[src/hw/rtl/esd_pkg.sv]
// Shared types, register indexes and the per-client parser step for the
// escaped stream demultiplexer. No dependencies.

package esd_pkg;

	localparam int CLIENT_W    = 5;
	localparam int CFG_INDEX_W = 2;
	localparam int CFG_DATA_W  = 32;
	localparam int RESQ_DEPTH  = 4;

	localparam logic [CFG_INDEX_W-1:0] REG_ESCAPE_CODE = 2'd0;
	localparam logic [CFG_INDEX_W-1:0] REG_SMART_MASK  = 2'd1;

	localparam logic [7:0] ESCAPE_RESET = 8'd128;
	localparam logic [7:0] RESULT_MARK_OFFSET = 8'd3;

	typedef enum logic [1:0] {
		PS_PLAIN,
		PS_ESC,
		PS_CTRL,
		PS_RESULT
	} parse_t;

	// One byte handed to a client, without its client number.
	typedef struct packed {
		logic [7:0] out_byte;
		logic       kind;
		logic       message_end;
	} emit_t;

	// Outcome of feeding one byte into a client parser.
	typedef struct packed {
		parse_t     ps;
		logic [1:0] n;
		emit_t      e0;
		emit_t      e1;
	} feed_t;

	typedef struct packed {
		logic [CLIENT_W-1:0] client_index;
		logic [7:0]          out_byte;
		logic                kind;
		logic                message_end;
		logic                bad_switch;
		logic                last;
	} result_t;

	// Results of one link byte, handed from the core to the result queue.
	typedef struct packed {
		logic [1:0] n;
		result_t    r0;
		result_t    r1;
	} push_t;

	function automatic feed_t client_feed(parse_t ps, logic [7:0] x, logic [7:0] e,
	                                      logic smart);
		feed_t      f;
		logic [7:0] rm;
		rm   = e - RESULT_MARK_OFFSET;
		f.ps = ps;
		f.n  = 2'd0;
		f.e0 = '0;
		f.e1 = '0;
		case (ps)
			PS_PLAIN: begin
				if (x == e) begin
					f.ps = PS_ESC;
				end else begin
					f.n  = 2'd1;
					f.e0 = '{out_byte: x, kind: 1'b0, message_end: 1'b0};
				end
			end
			PS_ESC: begin
				if (x == e) begin
					f.n  = 2'd1;
					f.e0 = '{out_byte: e, kind: 1'b0, message_end: 1'b0};
					f.ps = PS_PLAIN;
				end else if (x == rm) begin
					if (smart) begin
						f.n  = 2'd2;
						f.e0 = '{out_byte: e, kind: 1'b0, message_end: 1'b0};
						f.e1 = '{out_byte: rm, kind: 1'b0, message_end: 1'b0};
					end
					f.ps = PS_RESULT;
				end else begin
					f.ps = PS_CTRL;
				end
			end
			PS_CTRL: begin
				f.n  = 2'd1;
				f.e0 = '{out_byte: x, kind: 1'b1, message_end: (x == 8'd0)};
				if (x == 8'd0) begin
					f.ps = PS_PLAIN;
				end
			end
			default: begin
				if (smart) begin
					f.n  = 2'd1;
					f.e0 = '{out_byte: x, kind: 1'b0, message_end: 1'b0};
				end
				if (x == 8'd0) begin
					f.ps = PS_PLAIN;
				end
			end
		endcase
		return f;
	endfunction

endpackage

[src/hw/rtl/esd_core.sv]
// Link escape decoding, client switching and per-client parsers.
// Depends on esd_pkg.

module esd_core #(
	parameter int NUM_CLIENTS = 32
) (
	input  logic                 clk,
	input  logic                 arst_n,
	input  logic                 step,
	input  logic [7:0]           link_byte,
	input  logic [7:0]           escape_code,
	input  logic [31:0]          smart_mask,
	output esd_pkg::push_t       push
);

	localparam int CW = (NUM_CLIENTS > 1) ? $clog2(NUM_CLIENTS) : 1;

	logic            esc_seen_q;
	logic            cur_valid_q;
	logic [CW-1:0]   cur_q;
	esd_pkg::parse_t ps_q [NUM_CLIENTS];
	logic [NUM_CLIENTS-1:0] open_q;

	logic            smart;
	esd_pkg::parse_t ps_cur;
	logic            is_esc, above, in_range;
	logic [7:0]      sw_idx, first;
	logic [CW-1:0]   sw_sel;
	esd_pkg::feed_t  fa, fb;
	logic            do_single, do_double, do_switch;
	esd_pkg::emit_t  s0, s1;
	logic [1:0]      n;
	logic [esd_pkg::CLIENT_W-1:0] cur_ext;

	always_comb begin
		smart   = smart_mask[cur_q];
		ps_cur  = ps_q[cur_q];
		is_esc  = (link_byte == escape_code);
		above   = (link_byte > escape_code);
		sw_idx  = link_byte - escape_code - 8'd1;
		sw_sel  = sw_idx[CW-1:0];
		in_range = (sw_idx < 8'(NUM_CLIENTS));
		// After a link escape, the parser first sees the escape itself.
		first   = esc_seen_q ? escape_code : link_byte;
		fa      = esd_pkg::client_feed(ps_cur, first, escape_code, smart);
		fb      = esd_pkg::client_feed(fa.ps, link_byte, escape_code, smart);
		do_single = !esc_seen_q && !is_esc && cur_valid_q;
		do_double = esc_seen_q && !above && cur_valid_q;
		do_switch = esc_seen_q && above;
		cur_ext = esd_pkg::CLIENT_W'(cur_q);

		s0 = '0;
		s1 = '0;
		n  = 2'd0;
		if (do_single) begin
			n  = fa.n;
			s0 = fa.e0;
			s1 = fa.e1;
		end else if (do_double) begin
			// At most two bytes come out of the pair of parser steps.
			n  = fa.n + fb.n;
			s0 = (fa.n != 2'd0) ? fa.e0 : fb.e0;
			s1 = (fa.n == 2'd2) ? fa.e1 : ((fa.n == 2'd1) ? fb.e0 : fb.e1);
		end

		push = '0;
		if (do_switch && !in_range) begin
			push.n  = 2'd1;
			push.r0 = '{client_index: '0, out_byte: link_byte, kind: 1'b0,
			            message_end: 1'b0, bad_switch: 1'b1, last: 1'b1};
		end else begin
			push.n  = n;
			push.r0 = '{client_index: cur_ext, out_byte: s0.out_byte, kind: s0.kind,
			            message_end: s0.message_end, bad_switch: 1'b0,
			            last: (n == 2'd1)};
			push.r1 = '{client_index: cur_ext, out_byte: s1.out_byte, kind: s1.kind,
			            message_end: s1.message_end, bad_switch: 1'b0, last: 1'b1};
		end
	end

	always_ff @(posedge clk or negedge arst_n) begin
		if (!arst_n) begin
			esc_seen_q  <= 1'b0;
			cur_valid_q <= 1'b0;
			cur_q       <= '0;
			open_q      <= '0;
			for (int i = 0; i < NUM_CLIENTS; i++) begin
				ps_q[i] <= esd_pkg::PS_PLAIN;
			end
		end else if (step) begin
			esc_seen_q <= !esc_seen_q && is_esc;
			if (do_switch && in_range) begin
				cur_q       <= sw_sel;
				cur_valid_q <= 1'b1;
				if (!open_q[sw_sel]) begin
					open_q[sw_sel] <= 1'b1;
					ps_q[sw_sel]   <= esd_pkg::PS_PLAIN;
				end
			end
			if (do_single) begin
				ps_q[cur_q] <= fa.ps;
			end
			if (do_double) begin
				ps_q[cur_q] <= fb.ps;
			end
		end
	end

endmodule

[src/hw/rtl/esd_resq.sv]
// Small result queue: takes up to two results per cycle, hands out one when not stalled.
// Depends on esd_pkg.

module esd_resq (
	input  logic             clk,
	input  logic             arst_n,
	input  esd_pkg::push_t   push,
	output logic             room,
	output logic             res_valid,
	input  logic             res_stall,
	output esd_pkg::result_t head
);

	localparam int DEPTH = esd_pkg::RESQ_DEPTH;
	localparam int PW    = $clog2(DEPTH);
	localparam int CNTW  = PW + 1;

	esd_pkg::result_t mem [DEPTH];
	logic [PW-1:0]    wr_q, rd_q;
	logic [CNTW-1:0]  cnt_q;
	logic             pop;

	assign res_valid = (cnt_q != '0);
	assign pop       = res_valid && !res_stall;
	// Room for a worst-case pair of results.
	assign room      = (cnt_q <= CNTW'(DEPTH - 2));
	assign head      = mem[rd_q];

	always_ff @(posedge clk) begin
		if (push.n != 2'd0) begin
			mem[wr_q] <= push.r0;
		end
		if (push.n == 2'd2) begin
			mem[wr_q + PW'(1)] <= push.r1;
		end
	end

	always_ff @(posedge clk or negedge arst_n) begin
		if (!arst_n) begin
			wr_q  <= '0;
			rd_q  <= '0;
			cnt_q <= '0;
		end else begin
			wr_q  <= wr_q + PW'(push.n);
			rd_q  <= rd_q + PW'(pop);
			cnt_q <= cnt_q + CNTW'(push.n) - CNTW'(pop);
		end
	end

endmodule

[src/hw/rtl/escaped_stream_demultiplexer.sv]
// Escaped stream demultiplexer, top level.
// Depends on esd_pkg, esd_core and esd_resq.
// Usage: link bytes arrive on the link channel (link_valid, link_stall,
// link_byte); each accepted request is one byte of the escape-coded stream.
// Result requests leave on the result channel (res_valid, res_stall and the
// payload ports): client, byte, control-message flag, end-of-message flag,
// bad-switch flag and last-result flag. A link byte gives zero to two results.
// The configuration channel (cfg_valid, cfg_ready, cfg_index, cfg_data) sets
// the escape code (index 0) and the smart mask (index 1); cfg_ready is always
// high, and writes are meant to happen while the block is idle.
// A byte accepted into the input register is processed by the core once the
// queue has room; its results enter the result queue, whose head is offered
// on the result channel. Throughput is one link byte per cycle while the
// queue has room, set by the single processing stage; a byte with two results
// has them offered in turn, and a four-entry result queue absorbs the
// difference, stalling the link once it lacks room for two more results.
// Reset clears the escape state, deselects and closes every client, empties
// the queue and restores the escape code to 128 and the mask to zero. When the
// receiver stalls, the head result holds still and the queue fills.

module escaped_stream_demultiplexer #(
	parameter int NUM_CLIENTS = 32
) (
	input  logic                              clk,
	input  logic                              arst_n,
	input  logic                              link_valid,
	output logic                              link_stall,
	input  logic [7:0]                        link_byte,
	output logic                              res_valid,
	input  logic                              res_stall,
	output logic [esd_pkg::CLIENT_W-1:0]      client_index,
	output logic [7:0]                        out_byte,
	output logic                              kind,
	output logic                              message_end,
	output logic                              bad_switch,
	output logic                              last,
	input  logic                              cfg_valid,
	output logic                              cfg_ready,
	input  logic [esd_pkg::CFG_INDEX_W-1:0]   cfg_index,
	input  logic [esd_pkg::CFG_DATA_W-1:0]    cfg_data
);

	logic [7:0]       escape_q;
	logic [31:0]      smart_q;
	logic             valid_s1;
	logic [7:0]       byte_s1;
	logic             room;
	logic             advance;
	logic             accept;
	esd_pkg::push_t   push;
	esd_pkg::result_t head;

	// The input register moves on only when the queue can take a full pair.
	assign advance    = valid_s1 && room;
	assign link_stall = valid_s1 && !room;
	assign accept     = link_valid && !link_stall;
	assign cfg_ready  = 1'b1;

	always_ff @(posedge clk or negedge arst_n) begin
		if (!arst_n) begin
			escape_q <= esd_pkg::ESCAPE_RESET;
			smart_q  <= '0;
		end else if (cfg_valid && cfg_ready) begin
			unique case (cfg_index)
				esd_pkg::REG_ESCAPE_CODE: escape_q <= cfg_data[7:0];
				esd_pkg::REG_SMART_MASK:  smart_q  <= cfg_data[31:0];
				default: ;
			endcase
		end
	end

	always_ff @(posedge clk or negedge arst_n) begin
		if (!arst_n) begin
			valid_s1 <= 1'b0;
		end else if (accept) begin
			valid_s1 <= 1'b1;
		end else if (advance) begin
			valid_s1 <= 1'b0;
		end
	end

	always_ff @(posedge clk) begin
		if (accept) begin
			byte_s1 <= link_byte;
		end
	end

	esd_core #(
		.NUM_CLIENTS (NUM_CLIENTS)
	) u_core (
		.clk         (clk),
		.arst_n      (arst_n),
		.step        (advance),
		.link_byte   (byte_s1),
		.escape_code (escape_q),
		.smart_mask  (smart_q),
		.push        (push)
	);

	esd_resq u_resq (
		.clk       (clk),
		.arst_n    (arst_n),
		.push      (advance ? push : '0),
		.room      (room),
		.res_valid (res_valid),
		.res_stall (res_stall),
		.head      (head)
	);

	assign client_index = head.client_index;
	assign out_byte     = head.out_byte;
	assign kind         = head.kind;
	assign message_end  = head.message_end;
	assign bad_switch   = head.bad_switch;
	assign last         = head.last;

endmodule
[config.mk]
export PLATFORM = sky130hd
export DESIGN_NAME = escaped_stream_demultiplexer
export DESIGN_NICKNAME = d
export VERILOG_FILES = /design/src/hw/rtl/esd_pkg.sv /design/src/hw/rtl/esd_core.sv /design/src/hw/rtl/esd_resq.sv /design/src/hw/rtl/escaped_stream_demultiplexer.sv
export SDC_FILE = /design/constraint.sdc
export NUM_CORES = 1
export LEC_CHECK = 0
export CORE_UTILIZATION = 45
export CTS_CLUSTER_DIAMETER = 50
export DETAILED_ROUTE_END_ITERATION = 10
export DONT_BUFFER_PORTS = 1
export GPL_TIMING_DRIVEN = 0
export MAX_ROUTING_LAYER = met4
export PLACE_DENSITY_LB_ADDON = 0.3
export SYNTH_ARGS = -nofsm -noshare
export SYNTH_HDL_FRONTEND = slang
export SYNTH_SLANG_ARGS = --single-unit
[constraint.sdc]
create_clock -name clk -period 4.83 [get_ports clk]
set_clock_uncertainty 0.1 [all_clocks]
set_input_delay 0.966 -clock clk [delete_from_list [all_inputs] [get_ports clk]]
set_output_delay 0.966 -clock clk [all_outputs]
set_load 0.01 [all_outputs]
### Word level (Yosys, flattened, before mapping)

Memory sizes are Yosys's and may differ from the RTL's.
Cells that the tools add are included.

| storage, ports and cells | value |
|---|---|
| output and inout bits | 20 |
| register bits after elaboration | 159 |
| RAM bits | 68 |
| memories | 1 |
| word-level logic and storage cells | 178 |

Memories:

| name | words | width | read ports | clocked after memory_dff | wr ports | line | text |
|---|---|---|---|---|---|---|---|
| u_resq.mem | 4 | 17 | 1 | 0 | 2 | esd_resq.sv:18 | `esd_pkg::result_t mem [DEPTH];` |

| operators by class | value |
|---|---|
| muxes and demuxes | 61 |
| $lt $le $gt $ge | 10 |
| reduce and logical (&&, ||, !) cells | 35 |
| bitwise logic cells | 6 |
| eq/ne operators | 13 |
| $add $sub $neg | 9 |

Operators by type and width:

| operator | number |
|---|---|
| two-way mux 64 bit | 6 |
| bitwise mux 64 bit | 2 |
| two-way mux 10 bit | 11 |
| case mux 14 bit (3 select lines) | 2 |
| two-way mux 22 bit | 3 |
| AND 64 bit | 1 |
| inverter 64 bit | 1 |
| two-way mux 11 bit | 4 |
| two-way mux 36 bit | 1 |
| == test 8 bit | 4 |
| OR 32 bit | 1 |
| two-way mux 14 bit | 2 |
| demux 2 bit (select 5 bit) | 2 |
| two-way mux 2 bit | 10 |
| two-way mux 19 bit | 1 |
| two-way mux 17 bit | 1 |
| logical NOT 8 bit | 2 |
| logical AND 1 bit | 15 |
| >= comparator 6 bit, second input constant | 2 |
| < comparator 5 x 6 -> 1 bit, second input constant | 2 |
| < comparator 6 x 1 -> 1 bit, second input constant | 2 |
| inverter 5 -> 6 bit | 2 |
| two-way mux 1 bit | 11 |
| binary-select mux 1 bit (select 5 bit) | 2 |
| other kinds (24) | 44 |

### Logic depth before layout (Yosys ltp)

| logic depth | value |
|---|---|
| depth after elaboration | 17 |
| depth in mapped cells | 25 |
| mapped depth without buffers | 20 |

### Hierarchy

A second synthesis with hierarchy kept.

| unflattened totals | value |
|---|---|
| cells, all modules | 1282 |
| area, all modules | 13883.3 µm² |

By module, submodules not included:

| module | instances | area each (µm²) | cells each |
|---|---|---|---|
| esd_core | 1 | 8074.0 | 932 |
| esd_resq | 1 | 3723.6 | 205 |
| escaped_stream_demultiplexer | 1 | 2085.8 | 145 |

### Worst setup path after synthesis

No wires, ideal clock.

| timing | value |
|---|---|
| path kind | flip-flop to flip-flop |
| start | register u_core.cur_q[0], in the netlist u_core.cur_ext[0] |
| end | register u_resq.cnt_q[2] |
| buffers on the path | 5 |
| library setup time | 80 ps |
| arrival | 4546 ps |
| stages on the path, launching flop included | 25 |
| data required time | 4650 ps |
| slack | 104 ps |
| path through | dfrtp_1 > clkbuf_1 > buf_6 > buf_2 > mux2i_1 > o22ai_1 > nor4_1 > nand2_1 > buf_2 > o21ai_1 > nand2_1 > a211oi_1 > nor2_1 > ha_1 > a32oi_2 > and2_1 > buf_2 > nor2_1 > inv_2 > ha_1 > inv_1 > ha_1 > fa_1 > xnor2_1 > xnor2_1 |

| on the way | value |
|---|---|
| longest elaborated chain between the ends | 15 |
| elaborated cells on any way between the ends | 30 |

RTL lines:

| what | line | text |
|---|---|---|
| start: declaration | esd_core.sv:20 | `logic [CW-1:0] cur_q;` |
| start signal: assignment | esd_core.sv:93 | `cur_q <= sw_sel;` |
| inverter 5 -> 6 bit (not written as such) | esd_core.sv:37 | `ps_cur = ps_q[cur_q];` |
| binary-select mux 2 bit (select 5 bit) | esd_core.sv:37 |  |
| two-way mux 2 bit (not written as such) (2 in a row) | esd_core.sv:37 |  |
| == test 2 bit, or another cell as far along | esd_pkg.sv:64 | `case (ps)` |
| case mux 14 bit (3 select lines) | esd_pkg.sv:64 |  |
| == test 2 bit, or another cell as far along | esd_pkg.sv:64 |  |
| case mux 14 bit (3 select lines) | esd_pkg.sv:64 |  |
| adder 2 bit | esd_core.sv:61 | `n = fa.n + fb.n;` |
| two-way mux 2 bit | esd_core.sv:59 | `end else if (do_double) begin` |
| two-way mux 2 bit (*) | esd_core.sv:55 | `if (do_single) begin` |
| two-way mux 19 bit (*) | esd_core.sv:67 | `if (do_switch && !in_range) begin` |
| two-way mux 36 bit (*) | escaped_stream_demultiplexer.sv:103 | `.push (advance ? push : '0),` |
| adder 3 x 2 -> 3 bit (*) | esd_resq.sv:46 | `cnt_q <= cnt_q + CNTW'(push.n) - CNTW'(pop);` |
| subtractor 3 x 1 -> 3 bit (*) | esd_resq.sv:46 |  |
| end signal: assignment | esd_resq.sv:46 |  |
| end: declaration | esd_resq.sv:20 | `logic [CNTW-1:0] cnt_q;` |

Every way passes the cells marked *; elsewhere a longest branch is shown, timed or not. The select of a mux whose other input is x is not followed.
A chain may end at the register's enable or synchronous reset.

==> summary.txt <==
Synthesis
  • Post-synthesis sequential area ratio: a little over two fifths
  • Yosys cell types: just over 100
  • Post-Syn Area: 13900 µm²
  • Post-Syn Nets: 1389
  • Synthesized area per cell: around 10 µm²
  • #FFs+latches synth: roughly 230
  • Ys Warns: 0
  • Main synth FF type: dfrtp_1
  • FFs w/ async S/R, synth: between 60% and 70%
  • Post-synth EDFFs: a little over 70
  • Syn Inst Count: 1324

Placement
  • # port buffers: 0
  • Pre-CTS setup slack: -1490 ps
  • Post-DP Area: 14300 µm²
  • Post-detail-place hpwl: ~34000 µm
  • Routability Congestion: 1.02

Outcome
  • Result of the run: finished, final reports clean

STA
  • Final worst path period share: 97.7%
  • Min setup slack post-route: 111 ps
  • Hold Fails Final Rpt: 0
  • Max Slew Vio Count: 0
  • Setup TNS: 0 ps
  • Final setup viols: 0
  • Worst Tran Pin Value: about 1300 ps
  • F_max: around 0.21 GHz
  • Final Critical Period: around 4700 ps
  • Max-slew headroom: between 10% and 20%

Route
  • Drt first-iter violations: between 1000 and 1500
  • Routed WL per cell: 26.6 µm
  • Antenna-violating nets left: 0
  • Final wirelength: 48300 µm
  • Drt first pass iters: 8
  • DR vias/cell: around 6.7
  • Vias: 12100
  • DRC: 0

Clocking
  • Root Driver: clkbuf_16
  • Clock slew seen by the registers of the worst setup and hold paths: roughly 60 ps
  • Clk buf depth: 3
  • CTS Buf Count: 30
  • Clock sink count: approximately 230
  • CTS tree: done
  • Worst-Skew Late Latency: just under 600 ps
  • H-tree depth: 1

Worst setup path
  • CP Cell Sequence: buf_12 -> buf_12 -> mux2i_4 -> o22ai_4 -> or4_4 -> nor3_4 -> o21ai_2 -> and3_1 -> buf_6 -> nor2_2 -> ha_1 -> nor4b_1 -> mux2_2 -> or2_1 -> o21ai_4 -> clkbuf_4 -> nand2_4
  • Critical Path Fanout Max: 16
  • Cell mode on critical path: buf_12
  • Critical path required time: approximately 5000 ps
  • Slowest stage cell, crit path: or4_4
  • Element type at the critical path end: register
  • Cell family with most CP delay: simple AND/OR/NAND/NOR gates
  • Crit path kind: reg2reg
  • Worst Setup Start Kind: register
  • Critical Path AT: around 5000 ps
  • Max incr delay on CP: 630 ps
  • Crit path buffers/inverters: 4

Global routing
  • Gr usage total: 31.2%
  • Grt ovf: 0
  • First-pass GRT wire length: about 70000 µm
  • Largest net degree at the start of global routing: 74
  • Vias in the first global route: about 12000
  • Initial antenna violation count: 0

Layout
  • Final std cell area, no fill: roughly 17000 µm²
  • Fillers: roughly 2600
  • Nets: between 1000 and 1500
  • Layout cells sized above 1: between 20% and 30%
  • Antenna diodes: 0
  • Most frequent cells in the layout: dfrtp_1, nand2_1, edfxtp_1
  • Area growth syn-to-layout: 19.2%
  • Most common cell after layout, fill and taps aside: dfrtp_1

Power
  • Power per cell area: slightly below 400 nW/µm²
  • Leak: 0.00610 µW
  • VDD IR max: between 0.3 and 0.4 mV
  • Power, Total: between 6000 and 7000 µW

Floorplan
  • Die W: 177 µm
  • Initial Util: a little under half
  • Core area: 30000 µm²
  • Die height: 177 µm
  • IO Pins: between 60 and 70
  • Die area: 31500 µm²
  • Placement Rows: between 60 and 70

Worst hold path
  • Worst hold path type: in2async

Job
  • Max Cap Violations: 0
-- logic make-up after synthesis --
group | count (synthesis) | synth area share [%]
buf+inv | 118 | 3.83
compound gates | 428 | 23.1
simple gates | 386 | 15.3
flops | 227 | 43.5
xor+xnor | 27 | 1.81
fa+ha+maj | 18 | 1.73
mux | 119 | 10.8
other cells | 1 | 0.0271
-- final timing paths --
path | cells past startpoint | startpoint | slack, ps | endpoint
worst max-delay path | 17 | u_core.cur_ext[0]$_DFFE_PN0P_ | 110 | u_resq.mem[3][4]$_DFFE_PP_
worst min-delay path | 0 | arst_n | 140 | escape_q[7]$_DFFE_PN1P_
worst max register to register | 17 | u_core.cur_ext[0]$_DFFE_PN0P_ | 110 | u_resq.mem[3][4]$_DFFE_PP_
worst min register to register | 1 | u_core.open_q[23]$_DFFE_PN0P_ | 350 | u_core.open_q[23]$_DFFE_PN0P_
max in group asynchronous | 1 | arst_n | 3480 | u_core.ps_q[3]$_DFFE_PN0P_
min in group clk | 1 | u_core.open_q[23]$_DFFE_PN0P_ | 350 | u_core.open_q[23]$_DFFE_PN0P_
-- per-stage QoR --
| step | cells | utilization [%] | hold slack [ps] |
|---|---|---|---|
| 2_1_floorplan | 1324 | - | 322 |
| 3_3_place_gp | 1714 | 47.9 | 332 |
| 3_5_place_dp | 1714 | 47.9 | 341 |
| 4_1_cts | 1781 | 52.7 | 126 |
| 5_1_grt | 1812 | 55.2 | 127 |
| 6_report | 1812 | 55.2 | 139 |
-- repair_timing --
action | in CTS | in global routing
pin swaps | 8 | 23
gates resized for setup | 78 | 108
hold endpoints to repair | 73 | 0
hold buffers | 3 | 0
endpoints found under the setup margin | 192 | 159
buffers inserted | 11 | 32
gates cloned | 0 | 1
-- flip-flops by register name, summed over array words and instances (netlist names), 2 cells and up --
| name | cells |
|---|---|
| u_resq.mem | 68 |
| u_core.ps_q | 64 |
| smart_q | 32 |
| u_core.open_q | 32 |
| byte_s1 | 8 |
| escape_q | 8 |
| u_core.cur_ext | 5 |
| u_resq.cnt_q | 3 |
| u_resq.rd_q | 2 |
| u_resq.wr_q | 2 |
-- per-layer routing --
layer,vias up,global-route usage [%],part of all wire (%)
met5,-,-,0
met4,0,13.5,5.3
met3,123,3.88,7.4
met2,648,49.4,47
met1,6061,40.1,40
li1,5301,-,-
-- area by class of cell --
cell class	count	area, µm²	share of cell area (%)
sequential	227	6030	36.5
timing repair buffer	47	425	2.57
clock buffer	40	808	4.89
multi-input combinational	979	7960	48.2
tap	390	488	2.95
buffer	88	561	3.39
inverter	25	93.8	0.568
clock inverter	16	164	0.992
-- synthesized netlist by cell type, types with 17 or more instances --
library cell	count	area [µm²]
o2bb2ai_1	25	219
o21ai_0	64	320
and2_1	20	125
a21o_1	25	188
a32o_1	32	320
mux2_2	41	462
nand2_1	98	368
edfxtp_1	72	2160
nand3_1	34	170
nand2b_1	18	113
o22ai_1	56	350
a21oi_1	63	315
clkbuf_1	53	199
nor2_1	71	267
nand4_1	17	106
buf_2	22	110
mux2i_1	58	581
inv_1	24	90.1
dfrtp_1	150	3750
mux4_2	20	450
-- power breakdown --
part	internal (µW)	leakage [µW]	switching [µW]	total, µW
clock network	1250	0.000473	913	2160
registers	2100	0.00270	102	2210
logic	718	0.00293	1450	2170
No activity file was read; power rests on OpenSTA's default activity.
